**config.mk**
```make
export PLATFORM = sky130hd
export DESIGN_NAME = quoted_printable_encoder_unit
export DESIGN_NICKNAME = d
export VERILOG_FILES = /design/src/sv/qpe_pkg.sv /design/src/sv/qpe_front.sv /design/src/sv/qpe_fifo.sv /design/src/sv/qpe_back.sv /design/src/sv/quoted_printable_encoder_unit.sv
export VERILOG_INCLUDE_DIRS = /design/src /design/src/sv
export SDC_FILE = /design/constraint.sdc
export NUM_CORES = 1
export LEC_CHECK = 0
export ABC_AREA = 1
export BUFFER_PORTS_ARGS = -buffer_cell sky130_fd_sc_hd__clkbuf_2
export CORE_UTILIZATION = 55
export CTS_CLUSTER_SIZE = 14
export DETAILED_ROUTE_END_ITERATION = 10
export PLACE_DENSITY = 0.72
export SYNTH_ARGS = -nofsm -noshare
export SYNTH_HDL_FRONTEND = slang
export SYNTH_SLANG_ARGS = --single-unit
```
**constraint.sdc**
```tcl
create_clock -name clk_i -period 5.4 [get_ports clk_i]
set_clock_uncertainty 0.15 [all_clocks]
set_input_delay 1.08 -clock clk_i [delete_from_list [all_inputs] [get_ports clk_i]]
set_output_delay 1.08 -clock clk_i [all_outputs]
set_load 0.05 [all_outputs]
```
**src/sv/quoted_printable_encoder_unit_defines.svh**
```systemverilog
// Assertion helpers shared by the encoder modules.
`ifndef QUOTED_PRINTABLE_ENCODER_UNIT_DEFINES_SVH
`define QUOTED_PRINTABLE_ENCODER_UNIT_DEFINES_SVH

// Checks a property on every rising clock edge outside reset.
`define QPE_ASSERT(lbl, clk, rstn, prop, msg) \
  lbl: assert property (@(posedge clk) disable iff (!(rstn)) (prop)) else $error(msg);

// Checks that a condition never holds outside reset.
`define QPE_ASSERT_NEVER(lbl, clk, rstn, cond, msg) \
  lbl: assert property (@(posedge clk) disable iff (!(rstn)) !(cond)) else $error(msg);

`endif

```
**src/sv/qpe_pkg.sv**
```systemverilog
package qpe_pkg;

  localparam logic [7:0] CH_CR  = 8'h0D;
  localparam logic [7:0] CH_LF  = 8'h0A;
  localparam logic [7:0] CH_EQ  = 8'h3D;
  localparam logic [7:0] CH_SP  = 8'h20;
  localparam logic [7:0] CH_TAB = 8'h09;
  localparam logic [7:0] CH_PRINT_LO = 8'h21;
  localparam logic [7:0] CH_PRINT_HI = 8'h7E;
  localparam logic [9:0] WRAP_LEN_RESET = 10'd76;

  typedef enum logic [1:0] {
    JOB_LIT,
    JOB_ESC,
    JOB_CRLF
  } job_kind_e;

  typedef struct packed {
    job_kind_e   kind;
    logic        brk;
    logic [7:0]  data;
    logic        run_end;
    logic        msg_end;
  } job_t;

  function automatic logic [7:0] hex_char(input logic [3:0] nib);
    logic [7:0] ext;
    ext = {4'b0000, nib};
    return (nib < 4'd10) ? (8'h30 + ext) : (8'h37 + ext);
  endfunction

endpackage

```
**src/sv/qpe_front.sv**
```systemverilog
`include "quoted_printable_encoder_unit_defines.svh"

module qpe_front (
  input  logic          clk_i,
  input  logic          rst_ni,
  input  logic          cfg_valid_i,
  input  logic [9:0]    cfg_data_i,
  input  logic          in_valid_i,
  output logic          in_ready_o,
  input  logic [7:0]    in_byte_i,
  input  logic          in_final_i,
  input  logic          q_full_i,
  output logic          push_o,
  output qpe_pkg::job_t job_o
);
  import qpe_pkg::*;

  logic [9:0]  wrap_len_q, wrap_len_d;
  logic [7:0]  held_byte_q, held_byte_d;
  logic        held_valid_q, held_valid_d;
  logic [9:0]  col_q, col_d;
  logic        pend_q, pend_d;
  logic [7:0]  pend_byte_q, pend_byte_d;

  logic        acc, crlf, two_jobs;
  logic [7:0]  enc_byte;
  logic        enc_trail, enc_wsp, enc_print, enc_esc, enc_soft;
  logic [1:0]  enc_need;
  logic [11:0] enc_sum, enc_limit;
  logic [9:0]  enc_col_next;

  assign in_ready_o = !pend_q && !q_full_i;
  assign acc        = in_valid_i && in_ready_o;
  assign crlf       = held_valid_q && (held_byte_q == CH_CR) && (in_byte_i == CH_LF);
  assign two_jobs   = held_valid_q && !crlf && in_final_i;

  always_comb begin
    if (pend_q) begin
      enc_byte  = pend_byte_q;
      enc_trail = 1'b1;
    end else if (held_valid_q) begin
      enc_byte  = held_byte_q;
      enc_trail = ((held_byte_q == CH_SP) || (held_byte_q == CH_TAB)) &&
                  ((in_byte_i == CH_CR) || (in_byte_i == CH_LF));
    end else begin
      enc_byte  = in_byte_i;
      enc_trail = 1'b1;
    end
    enc_wsp   = (enc_byte == CH_SP) || (enc_byte == CH_TAB);
    enc_print = (enc_byte >= CH_PRINT_LO) && (enc_byte <= CH_PRINT_HI) && (enc_byte != CH_EQ);
    enc_esc   = !enc_print && !(enc_wsp && !enc_trail);
    enc_need  = enc_esc ? 2'd3 : 2'd1;
    enc_sum   = {2'b00, col_q} + {10'd0, enc_need};
    enc_limit = {2'b00, wrap_len_q} - ((!enc_esc && enc_wsp) ? 12'd2 : 12'd1);
    enc_soft  = $signed(enc_sum) > $signed(enc_limit);
    enc_col_next = enc_soft ? {8'd0, enc_need} : enc_sum[9:0];
  end

  always_comb begin
    job_o.kind    = crlf && !pend_q ? JOB_CRLF : (enc_esc ? JOB_ESC : JOB_LIT);
    job_o.brk     = (crlf && !pend_q) ? 1'b0 : enc_soft;
    job_o.data    = enc_byte;
    job_o.run_end = pend_q ? 1'b1 : !two_jobs;
    job_o.msg_end = pend_q ? 1'b1 : (in_final_i && !two_jobs);
    push_o        = pend_q ? !q_full_i : (acc && (held_valid_q || in_final_i));
  end

  always_comb begin
    wrap_len_d   = cfg_valid_i ? cfg_data_i : wrap_len_q;
    held_byte_d  = held_byte_q;
    held_valid_d = held_valid_q;
    col_d        = col_q;
    pend_d       = pend_q;
    pend_byte_d  = pend_byte_q;
    if (pend_q && !q_full_i) begin
      pend_d = 1'b0;
      col_d  = '0;
    end else if (acc) begin
      held_valid_d = !crlf && !in_final_i;
      if (!crlf && !in_final_i) begin
        held_byte_d = in_byte_i;
      end
      pend_d      = two_jobs;
      pend_byte_d = in_byte_i;
      if (two_jobs) begin
        col_d = enc_col_next;
      end else if (in_final_i || crlf) begin
        col_d = '0;
      end else if (held_valid_q) begin
        col_d = enc_col_next;
      end
    end
  end

  always_ff @(posedge clk_i or negedge rst_ni) begin
    if (!rst_ni) begin
      wrap_len_q   <= WRAP_LEN_RESET;
      held_byte_q  <= '0;
      held_valid_q <= 1'b0;
      col_q        <= '0;
      pend_q       <= 1'b0;
    end else begin
      wrap_len_q   <= wrap_len_d;
      held_byte_q  <= held_byte_d;
      held_valid_q <= held_valid_d;
      col_q        <= col_d;
      pend_q       <= pend_d;
    end
  end

  always_ff @(posedge clk_i) begin
    pend_byte_q <= pend_byte_d;
  end

  `QPE_ASSERT(a_pend_no_held, clk_i, rst_ni, pend_q |-> !held_valid_q, "Final byte pending while a byte is held.")
  `QPE_ASSERT(a_pend_after_final, clk_i, rst_ni, $rose(pend_q) |-> $past(in_final_i), "Pending job without a final beat.")

endmodule

```
**src/sv/qpe_fifo.sv**
```systemverilog
`include "quoted_printable_encoder_unit_defines.svh"

module qpe_fifo #(
  parameter int Depth = 4
) (
  input  logic          clk_i,
  input  logic          rst_ni,
  input  logic          push_i,
  input  qpe_pkg::job_t push_job_i,
  output logic          full_o,
  input  logic          pop_i,
  output logic          valid_o,
  output qpe_pkg::job_t head_o
);
  import qpe_pkg::*;

  localparam int AW = (Depth > 1) ? $clog2(Depth) : 1;
  localparam int CW = $clog2(Depth + 1);

  job_t          mem_q [Depth];
  logic [AW-1:0] wr_ptr_q, wr_ptr_d, rd_ptr_q, rd_ptr_d;
  logic [CW-1:0] count_q, count_d;

  assign full_o  = (count_q == CW'(Depth));
  assign valid_o = (count_q != '0);
  assign head_o  = mem_q[rd_ptr_q];

  always_comb begin
    wr_ptr_d = wr_ptr_q;
    rd_ptr_d = rd_ptr_q;
    count_d  = count_q;
    if (push_i) begin
      wr_ptr_d = (wr_ptr_q == AW'(Depth - 1)) ? '0 : wr_ptr_q + 1'b1;
    end
    if (pop_i) begin
      rd_ptr_d = (rd_ptr_q == AW'(Depth - 1)) ? '0 : rd_ptr_q + 1'b1;
    end
    if (push_i && !pop_i) begin
      count_d = count_q + 1'b1;
    end else if (pop_i && !push_i) begin
      count_d = count_q - 1'b1;
    end
  end

  always_ff @(posedge clk_i or negedge rst_ni) begin
    if (!rst_ni) begin
      wr_ptr_q <= '0;
      rd_ptr_q <= '0;
      count_q  <= '0;
    end else begin
      wr_ptr_q <= wr_ptr_d;
      rd_ptr_q <= rd_ptr_d;
      count_q  <= count_d;
    end
  end

  always_ff @(posedge clk_i) begin
    if (push_i) begin
      mem_q[wr_ptr_q] <= push_job_i;
    end
  end

  `QPE_ASSERT_NEVER(a_no_overflow, clk_i, rst_ni, push_i && full_o && !pop_i, "Push into a full queue.")
  `QPE_ASSERT_NEVER(a_no_underflow, clk_i, rst_ni, pop_i && !valid_o, "Pop from an empty queue.")

endmodule

```
**src/sv/qpe_back.sv**
```systemverilog
`include "quoted_printable_encoder_unit_defines.svh"

module qpe_back (
  input  logic          clk_i,
  input  logic          rst_ni,
  input  logic          q_valid_i,
  input  qpe_pkg::job_t q_head_i,
  output logic          pop_o,
  output logic          out_valid_o,
  input  logic          out_ready_i,
  output logic [7:0]    out_char_o,
  output logic          out_run_end_o,
  output logic          out_msg_end_o
);
  import qpe_pkg::*;

  job_t       cur_q, cur_d;
  logic       cur_valid_q, cur_valid_d;
  logic [2:0] idx_q, idx_d;
  logic       out_valid_q, out_valid_d;
  logic [7:0] out_char_q, out_char_d;
  logic       out_run_q, out_run_d;
  logic       out_msg_q, out_msg_d;

  logic       load, advance, last;
  logic [2:0] base, body_len, total, body_idx;
  logic [7:0] chr;

  always_comb begin
    base = cur_q.brk ? 3'd3 : 3'd0;
    case (cur_q.kind)
      JOB_LIT:  body_len = 3'd1;
      JOB_ESC:  body_len = 3'd3;
      JOB_CRLF: body_len = 3'd2;
      default:  body_len = 3'd1;
    endcase
    total    = base + body_len;
    last     = (idx_q == total - 3'd1);
    body_idx = idx_q - base;
    if (cur_q.brk && (idx_q < 3'd3)) begin
      case (idx_q)
        3'd0:    chr = CH_EQ;
        3'd1:    chr = CH_CR;
        default: chr = CH_LF;
      endcase
    end else begin
      case (cur_q.kind)
        JOB_ESC: begin
          case (body_idx)
            3'd0:    chr = CH_EQ;
            3'd1:    chr = hex_char(cur_q.data[7:4]);
            default: chr = hex_char(cur_q.data[3:0]);
          endcase
        end
        JOB_CRLF: chr = (body_idx == 3'd0) ? CH_CR : CH_LF;
        default:  chr = cur_q.data;
      endcase
    end
  end

  assign load    = !out_valid_q || out_ready_i;
  assign advance = cur_valid_q && load;
  assign pop_o   = q_valid_i && (!cur_valid_q || (advance && last));

  always_comb begin
    cur_d       = cur_q;
    cur_valid_d = cur_valid_q;
    idx_d       = idx_q;
    if (advance) begin
      idx_d = idx_q + 3'd1;
      if (last) begin
        cur_valid_d = 1'b0;
      end
    end
    if (pop_o) begin
      cur_d       = q_head_i;
      cur_valid_d = 1'b1;
      idx_d       = '0;
    end
    out_valid_d = out_valid_q;
    out_char_d  = out_char_q;
    out_run_d   = out_run_q;
    out_msg_d   = out_msg_q;
    if (advance) begin
      out_valid_d = 1'b1;
      out_char_d  = chr;
      out_run_d   = cur_q.run_end && last;
      out_msg_d   = cur_q.msg_end && last;
    end else if (load) begin
      out_valid_d = 1'b0;
    end
  end

  always_ff @(posedge clk_i or negedge rst_ni) begin
    if (!rst_ni) begin
      cur_valid_q <= 1'b0;
      idx_q       <= '0;
      out_valid_q <= 1'b0;
    end else begin
      cur_valid_q <= cur_valid_d;
      idx_q       <= idx_d;
      out_valid_q <= out_valid_d;
    end
  end

  always_ff @(posedge clk_i) begin
    cur_q      <= cur_d;
    out_char_q <= out_char_d;
    out_run_q  <= out_run_d;
    out_msg_q  <= out_msg_d;
  end

  assign out_valid_o   = out_valid_q;
  assign out_char_o    = out_char_q;
  assign out_run_end_o = out_run_q;
  assign out_msg_end_o = out_msg_q;

  `QPE_ASSERT(a_idx_range, clk_i, rst_ni, cur_valid_q |-> (idx_q < total), "Character index beyond its token.")
  `QPE_ASSERT(a_msg_has_run, clk_i, rst_ni, (out_valid_q && out_msg_q) |-> out_run_q, "Message end without run end.")

endmodule

```
**src/sv/quoted_printable_encoder_unit.sv**
```systemverilog
// Quoted-printable encoder, one message byte in and one encoded character out per beat.
// Throughput: one character per cycle while m_axis_tready is high and jobs are queued;
// a byte yields one to six characters, so an escaped byte occupies the output for three
// characters; a final beat after a held byte queues two jobs and holds the input until
// the second is queued.
// Reset clears the lookahead byte, column and queue, and sets the line length to 76.
module quoted_printable_encoder_unit #(
  parameter int FifoDepth = 4
) (
  input  logic       clk_i,
  input  logic       rst_ni,
  input  logic       cfg_valid_i,
  output logic       cfg_ready_o,
  input  logic [9:0] cfg_data_i,
  input  logic       s_axis_tvalid,
  output logic       s_axis_tready,
  input  logic [7:0] s_axis_tdata,   // [7:0] data_byte
  input  logic       s_axis_tlast,
  output logic       m_axis_tvalid,
  input  logic       m_axis_tready,
  output logic [7:0] m_axis_tdata,   // [7:0] out_char
  output logic       m_axis_tuser,   // [0] run_end
  output logic       m_axis_tlast
);
  import qpe_pkg::*;

  logic q_full, q_push, q_pop, q_valid;
  job_t push_job, head_job;

  assign cfg_ready_o = 1'b1;

  qpe_front u_front (
    .clk_i      (clk_i),
    .rst_ni     (rst_ni),
    .cfg_valid_i(cfg_valid_i),
    .cfg_data_i (cfg_data_i),
    .in_valid_i (s_axis_tvalid),
    .in_ready_o (s_axis_tready),
    .in_byte_i  (s_axis_tdata),
    .in_final_i (s_axis_tlast),
    .q_full_i   (q_full),
    .push_o     (q_push),
    .job_o      (push_job)
  );

  qpe_fifo #(
    .Depth(FifoDepth)
  ) u_fifo (
    .clk_i     (clk_i),
    .rst_ni    (rst_ni),
    .push_i    (q_push),
    .push_job_i(push_job),
    .full_o    (q_full),
    .pop_i     (q_pop),
    .valid_o   (q_valid),
    .head_o    (head_job)
  );

  qpe_back u_back (
    .clk_i        (clk_i),
    .rst_ni       (rst_ni),
    .q_valid_i    (q_valid),
    .q_head_i     (head_job),
    .pop_o        (q_pop),
    .out_valid_o  (m_axis_tvalid),
    .out_ready_i  (m_axis_tready),
    .out_char_o   (m_axis_tdata),
    .out_run_end_o(m_axis_tuser),
    .out_msg_end_o(m_axis_tlast)
  );

endmodule

```
## Word level (Yosys, flattened, before mapping)

Memory sizes are Yosys's and may differ from the RTL's. A register that Yosys moved wholly into a read port is not among the register bits.
Cells that the tools add are included.

| storage, ports and cells | value |
|---|---|
| bits in registers | 60 |
| memory bits (writable) | 52 |
| input bits | 24 |
| output and inout bits | 13 |
| logic and storage cells | 153 |
| memories kept | 1 |

Memory list:

| memory | words | bits a word | rd ports | clocked after Yosys merged registers in | wr ports | line | source |
|---|---|---|---|---|---|---|---|
| u_fifo.mem_q | 4 | 13 | 1 | 1 | 1 | qpe_fifo.sv:20 | `job_t mem_q [Depth];` |

| cells by class | value |
|---|---|
| $add $sub $neg | 14 |
| $lt $le $gt $ge | 6 |
| equal/unequal tests | 16 |
| mux-type cells | 42 |
| bitwise operators | 1 |
| reductions and logical operators | 58 |

Operators with widths:

| cell | count |
|---|---|
| 10-bit 2-to-1 mux | 6 |
| 8-bit by 4-bit equality test with 1-bit output, second input constant | 5 |
| 8-bit 2-to-1 mux | 5 |
| 8-bit case mux with 2 select lines | 2 |
| 6-bit by 4-bit adder with 7-bit output, first input constant | 4 |
| 1-bit logical AND | 25 |
| 8-bit by 6-bit equality test with 1-bit output, second input constant | 2 |
| 1-bit 2-to-1 mux | 16 |
| 3-bit 2-to-1 mux | 5 |
| 1-bit logical NOT | 13 |
| 12-bit > comparator | 1 |
| 2-bit 2-to-1 mux | 6 |
| 6-bit case mux with 2 select lines | 1 |
| 10-bit by 12-bit subtractor with 12-bit output | 1 |
| 10-bit by 2-bit adder with 11-bit output | 1 |
| 2-bit nonzero test | 5 |
| 8-bit by 6-bit greater-or-equal comparator with 1-bit output, second input constant | 1 |
| 8-bit by 7-bit less-or-equal comparator with 1-bit output, second input constant | 1 |
| 4-bit < comparator, second input constant | 2 |
| 8-bit by 6-bit inequality test with 1-bit output, second input constant | 1 |
| 1-bit logical OR | 7 |
| 3-bit by 1-bit adder with 3-bit output, second input constant | 2 |
| 2-bit equality test, second input constant | 3 |
| 3-bit by 1-bit equality test with 1-bit output, second input constant | 2 |
| other kinds (15) | 20 |

## Longest topological paths before layout

Gate-level depths: netlist (run 1).

| logic depth | value |
|---|---|
| depth in word-level cells | 20 |
| depth in mapped cells | 32 |
| gate-level depth less buffers | 32 |

## Cells and area by module

Synthesis (run 1) repeated with hierarchy kept, for this count alone.

| unflattened totals | value |
|---|---|
| cells, all modules | 733 |
| area, all modules | 6865.3 µm² |

By module, submodules not included:

| module | instances | cells each | area each (µm²) | seq. area each (µm²) |
|---|---|---|---|---|
| qpe_front | 1 | 355 | 2720.1 | 994.7 |
| qpe_fifo | 1 | 204 | 2521.2 | 1736.7 |
| qpe_back | 1 | 172 | 1612.8 | 815.8 |
| quoted_printable_encoder_unit | 1 | 2 | 11.3 | 0.0 |

## Worst setup path after synthesis (run 1)

No wires, ideal clock.

| path | value |
|---|---|
| path kind | input to register |
| start point | in s_axis_tdata[3] |
| end point | mem u_fifo.mem_q[0][10] in the netlist's numbering, data pin |
| library setup time | 273 ps |
| data arrival time | 4025 ps |
| required time | 4977 ps |
| setup slack | 953 ps |
| cell stages on the path | 25 |
| buffers on the path | 1 |
| cell sequence | nand2_1 > nand3_1 > o21ai_1 > inv_1 > nand2_1 > nor2_1 > nand2_1 > nand2_1 > nand2_2 > nand2_2 > fa_1 > nor3_1 > nand3_1 > or2_2 > xor2_1 > ha_1 > nand2_1 > inv_1 > nand3_1 > nor2_1 > nor2_1 > nand3_1 > nand2_1 > buf_2 > nor2_1 |

RTL lines:

| element | line | source |
|---|---|---|
| start, declared | quoted_printable_encoder_unit.sv:17 | `input logic [7:0] s_axis_tdata,` |
| end, declared | qpe_fifo.sv:20 |  |

==> impl_metrics.env, run 1 <==
export IMPL_die_w_um=110.0
export IMPL_fin_util=0.6404
export IMPL_antenna_found_initial=0
export IMPL_synth_edff_count=83
export IMPL_hold_viol_final=0
export IMPL_io_pins=37
export IMPL_busiest_layer="met2"
export IMPL_muxShareOfSynthArea=0.008772
export IMPL_critPathMaxStageDelay_ns=0.58
export IMPL_vias=4579
export IMPL_cp_arrival_ns=4.62
export IMPL_cts_tree="built"
export IMPL_drtIter0Drc=291
export IMPL_async_reset_ff_frac=0.3360
export IMPL_grt_overflow=0
export IMPL_relSlewSlack=0.2797
export IMPL_ir_drop_mv=0.4657
export IMPL_viasPerCell=5.288
export IMPL_power_leakage_nw=3.219
export IMPL_syn_nets=724
export IMPL_finalMaxSlewViolations=0
export IMPL_timing_fmax_ghz=0.2156
export IMPL_timing_hold_ws_ns=0.3446
export IMPL_synth_fa_ha_area_frac=0.07096
export IMPL_place_hpwl_um=8478
export IMPL_yosysSeqAreaShare=0.5526
export IMPL_slowest_stage="dfrtp_1"
export IMPL_grt_max_degree=43
export IMPL_syn_to_final_growth_pct=13.92
export IMPL_start_kind="register"
export IMPL_cts_root_buffer="clkbuf_16"
export IMPL_grt_usage=0.2261
export IMPL_dr_pass1_iters=4
export IMPL_yosys_warnings=0
export IMPL_cts_reportedPaths_clkPinSlew_ns=0.05
export IMPL_route_detailed_drc=0
export IMPL_fin_tns_setup_ns=0
export IMPL_cts_hold_buffers=0
export IMPL_wirelength_um=11960
export IMPL_die_area_mm2=0.01211
export IMPL_routabilityCongestion=0.8683
export IMPL_grt_pass1_vias=4470
export IMPL_place_area_mm2=0.006731
export IMPL_power_density_mw_per_mm2=624.6
export IMPL_drive_gt1_frac=0.1383
export IMPL_antennaDiodeCount=0
export IMPL_drtAntennaViolNets=0
export IMPL_yosys_register_bits=125
export IMPL_status="completed"
export IMPL_period_minus_slack_ns=4.638
export IMPL_port_buffer_count=35
export IMPL_setup_viol=0
export IMPL_syn_instance_count=666
export IMPL_clockBufferDepth=2
export IMPL_rows=39
export IMPL_grtUsageMet3=0.04468
export IMPL_grt_pass1_wl_um=20560
export IMPL_grt_met1_usage=0.2738
export IMPL_synth_compound_area_share=0.1094
export IMPL_clk_latency_ns=0.41
export IMPL_crit_required_ns=5.38
export IMPL_drv_cap=0
export IMPL_synthSimpleGateAreaFrac=0.1622
export IMPL_stdcell_area_mm2=0.007312
export IMPL_grt_setup_unrepaired="no"
export IMPL_cts_sinks=125
export IMPL_syn_avg_cell_area_um2=9.638
export IMPL_yosys_most_used_dff="edfxtp_1"
export IMPL_die_y_um=110.0
export IMPL_min_period_over_period=0.8589
export IMPL_htree_levels=4
export IMPL_worst_slew_pin_slew_ns=1.080
export IMPL_wire_per_inst_um=13.81
export IMPL_holdCritPathClass="reg -> reg"
export IMPL_initial_utilization=0.5621
export IMPL_synth_top_family_by_area="simple AND/OR/NAND/NOR gates"
export IMPL_fin_nets=768
export IMPL_synth_xor_area_frac=0.02593
export IMPL_use_met2=0.3924
export IMPL_path_common_cell="nand2_1"
export IMPL_synth_cell_types=44
export IMPL_cts_buffers=17
export IMPL_worst_setup_path_end_kind="register"
export IMPL_power_total_mw=4.567
export IMPL_core_area_mm2=0.01142
export IMPL_critical_path_max_fanout=12
export IMPL_post_cts_buffers=0
export IMPL_syn_cell_area_mm2=0.006419
export IMPL_crit_type="reg -> reg"
export IMPL_cts_resized=0
## registers in the layout, summed over array words and instances, names as in the netlist, 2 cells and up
register             flops
u_front.held_byte_q      8
u_back.cur_q            13
u_fifo.rd_ptr_q          2
u_fifo.count_q           3
u_front.wrap_len_q      10
u_front.pend_byte_q      8
u_back.idx_q             3
u_back.out_char_o        8
u_fifo.mem_q            52
u_fifo.wr_ptr_q          2
u_front.col_q           10
## worst max-delay path: cells and delay by family (launching register included)
family / cells / cell delay (ns)
flops: 1 / 0.58
fa+ha+maj: 2 / 0.68
compound gates: 1 / 0.18
simple gates: 18 / 2.19
buf+inv: 3 / 0.38
xor+xnor: 1 / 0.20
## path summary, 6_finish.rpt
check                                                  from                                end  slack (ns)  depth (start not counted)
max                        u_front.held_valid_q$_DFFE_PN0P_      u_fifo.mem_q[3][10]$_DFFE_PP_        0.76                         25
min                           u_fifo.count_q[2]$_DFFE_PN0P_     u_back.cur_valid_q$_DFFE_PN0P_        0.34                          2
max reg2reg                u_front.held_valid_q$_DFFE_PN0P_      u_fifo.mem_q[3][10]$_DFFE_PP_        0.76                         25
min in group asynchronous                            rst_ni  u_front.wrap_len_q[9]$_DFFE_PN0P_        0.71                          1
min reg2reg                   u_fifo.count_q[2]$_DFFE_PN0P_     u_back.cur_valid_q$_DFFE_PN0P_        0.34                          2
max in group asynchronous                            rst_ni        u_back.idx_q[0]$_DFFE_PN0P_        3.72                          1
## stage by stage
stage                     std cells  setup WS (ns)
final                           866         0.7617
after global routing            866         0.3297
after CTS                       866         0.7867
after detailed placement        834         0.3686
after global placement          834         0.5212
after floorplan                 666         0.9525
## metal layers
layer  up-vias  routed length, µm  part of all wire
met5         -                  0                 0
met4         0                172             0.014
met3        15                384             0.032
met2        91               6193              0.52
met1      2138               5210              0.44
li1       2335                  -                 -
## placed cells by master, fill, tap and decap left out, drive strengths merged, types with 7 or more instances in the layout
master / count
o21ai: 84
clkbuf: 53
xor2: 15
nor3: 13
o22ai: 13
nand3: 36
edfxtp: 83
dfrtp: 39
ha: 30
a21oi: 14
nand2: 114
inv: 97
nor2: 71
nand4: 7
clkinv: 10
## logic make-up (layout without fill, tap and decap cells)
group / Yosys count / after routing
multiplexers: 5 / 5
AO/OA/AOI/OAI: 126 / 126
AND/OR/NAND/NOR: 243 / 243
other: 1 / 1
XOR/XNOR: 19 / 19
buffers and inverters: 113 / 170
flip-flops: 125 / 125
adder cells (fa/ha/maj): 34 / 34
## power breakdown
part	internal, mW	switching (mW)
clock	0.716	0.397
combinational	0.589	1.20
sequential	1.45	0.210
total	2.76	1.81
## cell type report
cell class	count	area, µm²
inverter	98	367.9
multi-input combinational	428	2425
clock inverter	14	151.4
clock buffer	18	429.2
tap	143	178.9
fill	905	4106
timing repair buffer	40	212.7
sequential	125	3547
## synth_stat cells, types with 2 or more instances
library cell	instances	area [µm²]
o22ai_1	13	81.33
xnor2_1	4	35.03
o31ai_1	2	15.01
nor2_2	4	25.02
o21ai_0	65	325.3
o21ai_2	2	17.52
nand4_1	7	43.79
inv_2	8	30.03
edfxtp_1	83	2492
nand2_2	4	25.02
o21ai_1	17	85.08
nand2_1	110	412.9
fa_1	4	80.08
nor2_1	66	247.7
ha_1	30	375.4
nor3_1	11	55.05
clkbuf_1	9	33.78
buf_2	3	15.01
buf_6	2	22.52
nand3_1	36	180.2
dfstp_2	3	78.83
a31oi_1	5	31.28
mux2_2	5	56.30
xor2_1	15	131.4
a21oi_1	13	65.06
dfrtp_1	39	975.9
inv_1	89	334.1
Power figures use the tool's default switching activity.
==> run 2, diff against run 1 <==
--- a/config.mk
+++ b/config.mk
@@ -6,7 +6,6 @@
 export SDC_FILE = /design/constraint.sdc
 export NUM_CORES = 1
 export LEC_CHECK = 0
-export ABC_AREA = 1
 export BUFFER_PORTS_ARGS = -buffer_cell sky130_fd_sc_hd__clkbuf_2
 export CORE_UTILIZATION = 55
 export CTS_CLUSTER_SIZE = 14
==> impl_metrics.env, run 2 <==
export IMPL_status="completed"
export IMPL_die_area_mm2=0.01190
export IMPL_yosys_warnings=0
export IMPL_dr_pass1_iters=4
export IMPL_yosys_register_bits=125
export IMPL_viasPerCell=5.622
export IMPL_clockBufferDepth=2
export IMPL_syn_instance_count=489
export IMPL_clk_latency_ns=0.42
export IMPL_grt_pass1_wl_um=19700
export IMPL_die_w_um=109.1
export IMPL_yosysMostFrequentCell="edfxtp_1"
export IMPL_grt_usage=0.2251
export IMPL_largest_register="u_fifo.mem_q"
export IMPL_synth_top_area_frac=0.3951
export IMPL_antennaDiodeCount=0
export IMPL_nFillCells=799
export IMPL_cts_tree="built"
export IMPL_drtIter0Drc=195
export IMPL_cts_buffers=17
export IMPL_async_reset_ff_frac=0.3360
export IMPL_power_total_mw=4.381
export IMPL_worst_slew_pin_slew_ns=1.068
export IMPL_muxShareOfSynthArea=0.09302
export IMPL_die_y_um=109.1
export IMPL_synth_fa_ha_area_frac=0.07219
export IMPL_port_buffer_count=35
export IMPL_fin_nets=616
export IMPL_routabilityCongestion=0.8905
export IMPL_synthSimpleGateAreaFrac=0.1168
export IMPL_initial_utilization=0.5719
export IMPL_synthTopCellsByCount="edfxtp_1, nand2_1, dfrtp_1"
export IMPL_syn_cell_area_mm2=0.006309
export IMPL_grt_max_degree=43
export IMPL_crit_type="in -> reg"
export IMPL_power_density_mw_per_mm2=592.8
export IMPL_finalMaxSlewViolations=0
export IMPL_holdCritPathClass="reg -> reg"
export IMPL_setup_slack_ns=0.2616
export IMPL_route_detailed_drc=0
export IMPL_drive_gt1_frac=0.2644
export IMPL_worst_setup_path_end_kind="register"
export IMPL_relSlewSlack=0.2877
export IMPL_cts_sinks=125
export IMPL_hold_viol_final=0
export IMPL_setup_viol=0
export IMPL_antenna_found_initial=0
export IMPL_synth_area_leaders="edfxtp_1, dfrtp_1, ha_1, mux4_2, mux2_2"
export IMPL_power_leakage_nw=2.990
export IMPL_final_common_cell="edfxtp_1"
export IMPL_place_ws_ns=-0.1631
export IMPL_ir_drop_mv=0.3351
export IMPL_syn_avg_cell_area_um2=12.90
export IMPL_htree_levels=4
export IMPL_grt_pass1_vias=4125
export IMPL_grt_overflow=0
export IMPL_min_period_over_period=0.9516
export IMPL_critical_path_max_fanout=3
export IMPL_synth_edff_count=83
export IMPL_rows=38
export IMPL_place_hpwl_um=8182
export IMPL_drtAntennaViolNets=0
export IMPL_period_minus_slack_ns=5.138
export IMPL_cts_reportedPaths_clkPinSlew_ns=0.05
export IMPL_wire_per_inst_um=16.40
export IMPL_wirelength_um=11660
export IMPL_io_pins=37
export IMPL_cp_arrival_ns=5.28
export IMPL_drv_cap=0
export IMPL_grt_setup_unrepaired="no"
export IMPL_vias=3997
export IMPL_crit_required_ns=5.54
export IMPL_largest_reg_flops=52
export IMPL_syn_to_final_growth_pct=17.16
export IMPL_synth_compound_area_share=0.08568
export IMPL_reg_top3="u_fifo.mem_q: 52 flops, u_back.cur_q: 13 flops"
export IMPL_yosysSeqAreaShare=0.5623
export IMPL_synth_area_leader_cell="edfxtp_1"
export IMPL_syn_nets=547
export IMPL_start_kind="input pin"
export IMPL_synth_xor_area_frac=0.03749
export IMPL_synth_cell_types=62
export IMPL_cts_root_buffer="clkbuf_16"
export IMPL_core_area_mm2=0.01103
export IMPL_yosys_most_used_dff="edfxtp_1"
export IMPL_mostFrequentLayoutCells="edfxtp_1, nand2_1, dfrtp_1"
export IMPL_synth_top_family_by_area="simple AND/OR/NAND/NOR gates"
export IMPL_fin_util=0.6700
export IMPL_timing_fmax_ghz=0.1946
[run 2: cells by family (layout without fill, tap and decap cells)]
| family | Yosys count | after routing |
|---|---|---|
| buffers and inverters | 44 | 126 |
| AND/OR/NAND/NOR | 138 | 138 |
| adder cells (fa/ha/maj) | 34 | 34 |
| multiplexers | 40 | 40 |
| XOR/XNOR | 27 | 27 |
| other | 1 | 1 |
| AO/OA/AOI/OAI | 80 | 80 |
| flip-flops | 125 | 125 |
[run 2: path summary, 6_finish.rpt]
kind,slack [ns],endpoint,start,depth (start not counted)
worst max-delay path,0.26,u_front.col_q[1]$_DFFE_PN0P_,s_axis_tdata[5],18
worst min-delay path,0.34,u_back.out_valid_o$_DFFE_PN0P_,u_back.cur_valid_q$_DFFE_PN0P_,1
worst max register to register,0.40,u_front.col_q[1]$_DFFE_PN0P_,u_front.held_valid_q$_DFFE_PN0P_,18
worst min register to register,0.34,u_back.out_valid_o$_DFFE_PN0P_,u_back.cur_valid_q$_DFFE_PN0P_,1
max in group asynchronous,3.68,u_front.pend_q$_DFFE_PN0P_,rst_ni,1
min in group asynchronous,0.69,u_front.wrap_len_q[7]$_DFFE_PN0P_,rst_ni,1
[run 2: cell type report]
| type | count | area (µm²) | share of cell area |
|---|---|---|---|
| repair buffers | 64 | 392.9 | 0.05316 |
| clock buffers | 18 | 429.2 | 0.05807 |
| well taps | 140 | 175.2 | 0.02370 |
| flip-flops and latches | 125 | 3550 | 0.4803 |
| multi-input cells | 320 | 2580 | 0.3491 |
| clock inverters | 14 | 151.4 | 0.02048 |
| inverters | 30 | 112.6 | 0.01524 |
[run 2: timing repair]
action | CTS | global route
hold buffers | 0 | 0
resized for setup | 0 | 6
setup buffers | 0 | 0
endpoints found under the setup margin | 0 | 14
[run 2: stage by stage]
step                       TNS (ns)  cells  hold slack (ns)  instance area [µm²]
after floorplan                   0    489           0.3066                 6309
after global placement    -0.005660    679           0.3166                 6788
after detailed placement     -1.537    679           0.3317                 6788
after CTS                         0    711           0.3439                 7368
after global routing              0    711           0.3489                 7391
final                             0    711           0.3398                 7391
[run 2: layer usage]
metal	vias to the layer above	wire, µm	global-route usage
li1	1945	-	-
met1	1960	5212	0.2828
met2	78	5830	0.3697
met3	14	427	0.05678
met4	0	187	0.09653
met5	-	0	0
[run 2: worst max-delay path, cell delays in order]
cell	delay, ns
clkbuf_2	0.09
or4b_4	0.52
nor3_4	0.14
nand4_1	0.12
o2111ai_1	0.19
nand2_1	0.21
fa_1	0.45
nand3b_1	0.21
nor2_1	0.16
and3_1	0.20
xor2_1	0.25
ha_1	0.31
a21oi_1	0.20
a21boi_0	0.12
o311a_1	0.42
nor2_1	0.17
nor4bb_1	0.08
or3_1	0.36
[run 2: power by group]
group / switching (mW) / total (mW) / internal, mW
logic: 0.915 / 1.59 / 0.671
registers: 0.248 / 1.67 / 1.42
clock network: 0.410 / 1.13 / 0.716
total: 1.57 / 4.38 / 2.81
==> run 3, diff against run 2 <==
==> constraint.sdc (replaced) <==
create_clock -name clk_i -period 5.2 [get_ports clk_i]
set_clock_uncertainty 0.15 [all_clocks]
set_input_delay 1.04 -clock clk_i [delete_from_list [all_inputs] [get_ports clk_i]]
set_output_delay 1.04 -clock clk_i [all_outputs]
set_load 0.05 [all_outputs]
==> impl_metrics.env, run 3 (same netlist as run 2, synthesis figures left out) <==
export IMPL_dr_wl_met3_um=419
export IMPL_antenna_found_initial=0
export IMPL_timing_fmax_ghz=0.2038
export IMPL_rr_startpoint="u_front.pend_q$_DFFE_PN0P_"
export IMPL_fin_util=0.6771
export IMPL_viasPerCell=5.620
export IMPL_wirelength_um=11300
export IMPL_top_layer_used="met4"
export IMPL_drtAntennaViolNets=0
export IMPL_status="completed"
export IMPL_largest_reg_flops=52
export IMPL_reg_top3="u_fifo.mem_q: 52 flops, u_back.cur_q: 13 flops"
export IMPL_cts_sinks=125
export IMPL_timing_hold_ws_ns=0.3292
export IMPL_cts_buffers=17
export IMPL_finalMaxSlewViolations=0
export IMPL_cts_reportedPaths_clkPinSlew_ns=0.05
export IMPL_antennaDiodeCount=0
export IMPL_holdPathStages=1
export IMPL_vias=4041
export IMPL_worst_slew_pin_slew_ns=1.084
export IMPL_drtIter0Drc=228
export IMPL_wire_per_inst_um=15.71
export IMPL_crit_required_ns=5.34
export IMPL_final_common_cell="edfxtp_1"
export IMPL_setup_viol=0
export IMPL_clk_latency_ns=0.41
export IMPL_nFillCells=766
export IMPL_relSlewSlack=0.2707
export IMPL_r2r_end="u_front.col_q[1]$_DFFE_PN0P_"
export IMPL_grt_pass1_vias=4065
export IMPL_stdcell_area_mm2=0.007468
export IMPL_worst_setup_path_end_kind="register"
export IMPL_io_pins=37
export IMPL_htree_levels=4
export IMPL_ir_drop_mv=0.4390
export IMPL_rows=38
export IMPL_r2r_slack_ns=0.37
export IMPL_syn_to_final_growth_pct=18.39
export IMPL_dr_pass1_iters=4
export IMPL_power_leakage_nw=3.031
export IMPL_rr_worst_depth=21
export IMPL_mostFrequentLayoutCells="edfxtp_1, nand2_1, buf_4, dfrtp_1, clkbuf_2"
export IMPL_place_hpwl_um=8126
export IMPL_die_y_um=109.1
export IMPL_clockBufferDepth=2
export IMPL_grt_max_degree=43
export IMPL_grt_setup_unrepaired="no"
export IMPL_port_buffer_count=35
export IMPL_period_minus_slack_ns=4.906
export IMPL_wl_met1_um=5080
export IMPL_core_area_mm2=0.01103
export IMPL_critical_path_max_fanout=4
export IMPL_wl_met2_um=5625
export IMPL_start_kind="input pin"
export IMPL_grt_usage=0.2158
export IMPL_grt_overflow=0
export IMPL_die_area_mm2=0.01190
export IMPL_min_period_over_period=0.9435
export IMPL_holdCritPathClass="reg -> reg"
export IMPL_routabilityCongestion=0.8985
export IMPL_crit_type="in -> reg"
export IMPL_initial_utilization=0.5719
export IMPL_place_area_mm2=0.006860
export IMPL_grt_pass1_wl_um=19080
export IMPL_hold_viol_final=0
export IMPL_fin_nets=625
export IMPL_cts_root_buffer="clkbuf_16"
export IMPL_power_density_mw_per_mm2=612.5
export IMPL_cts_tree="built"
export IMPL_largest_register="u_fifo.mem_q"
export IMPL_cp_arrival_ns=5.04
export IMPL_route_detailed_drc=0
export IMPL_hold_path_startpoint="u_back.cur_valid_q$_DFFE_PN0P_"
export IMPL_hold_path_endpoint="u_back.out_valid_o$_DFFE_PN0P_"
export IMPL_die_w_um=109.1
export IMPL_drv_cap=0
export IMPL_drive_gt1_frac=0.2781
## run 3: cell types whose count changed in the layout (fill, tap and decap cells not counted), sizes merged
cell / delta
buf: +9
clkinv: -3
clkbuf: +1
inv: +1
## run 3: cell type report
class	instances	area [µm²]	share of cell area
sequential	125	3548	0.4751
clock inverter	12	146.4	0.01960
multi-input combinational	320	2592	0.3471
clock buffer	19	432.9	0.05797
timing repair buffer	73	460.4	0.06165
tap	140	175.2	0.02345
inverter	30	112.6	0.01508
## run 3: stage by stage
stage / std cells / power, mW / worst slack (ns) / setup TNS (ns)
2_1_floorplan: 489 / 2.944 / 0.002104 / 0
3_3_place_gp: 688 / 3.329 / -0.1083 / -0.8997
3_5_place_dp: 688 / 3.412 / -0.1982 / -2.344
4_1_cts: 719 / 4.589 / 0.1988 / 0
5_1_grt: 719 / 4.876 / 0.01378 / 0
6_report: 719 / 4.574 / 0.2936 / 0
## run 3: metal layers
layer / vias to the layer above / track usage
li1: 1970 / -
met5: - / 0
met2: 91 / 0.3679
met4: 0 / 0.08108
met1: 1964 / 0.2601
met3: 16 / 0.05918
## run 3: how the worst max path moves through the flow
| stage | end | cells after the start | from | slack, ns |
|---|---|---|---|---|
| floorplan | u_front.col_q[1]$_DFFE_PN0P_ | 19 | s_axis_tdata[5] | 0.002 |
| global placement | u_front.col_q[1]$_DFFE_PN0P_ | 20 | s_axis_tdata[5] | -0.11 |
| detailed placement | u_front.col_q[6]$_DFFE_PN0P_ | 20 | s_axis_tdata[5] | -0.20 |
| CTS | u_front.col_q[6]$_DFFE_PN0P_ | 20 | s_axis_tdata[5] | 0.20 |
| global route | u_front.col_q[1]$_DFFE_PN0P_ | 20 | s_axis_tdata[5] | 0.01 |
| finish | u_front.col_q[1]$_DFFE_PN0P_ | 22 | s_axis_tdata[3] | 0.29 |
## run 3: report_power, final
group / internal [mW] / total (mW) / switching, mW
Sequential: 1.48 / 1.72 / 0.249
Clock: 0.746 / 1.16 / 0.415
Combinational: 0.723 / 1.69 / 0.965
## run 3: timing repair
item,in CTS,in global routing
setup buffers,0,0
endpoints found under the setup margin,0,14
hold buffers,0,0
hold endpoints to repair,0,0
gates resized for setup,0,7
## run 3: critical path, cell delays in order
cell and delay [ns]:
clkbuf_2 0.11, mux2i_1 0.20, o21ai_2 0.12, and4_4 0.23, a41oi_2 0.20, o211ai_2 0.13
nand2_1 0.13, inv_1 0.05, ha_1 0.27, a21o_1 0.20, and4_1 0.21, and3_1 0.19
and3_1 0.18, xor2_1 0.16, ha_1 0.30, nand4_1 0.12, nor2_1 0.18, a21boi_0 0.23
o311a_1 0.30, buf_4 0.15, nor4_1 0.04, or3_1 0.30
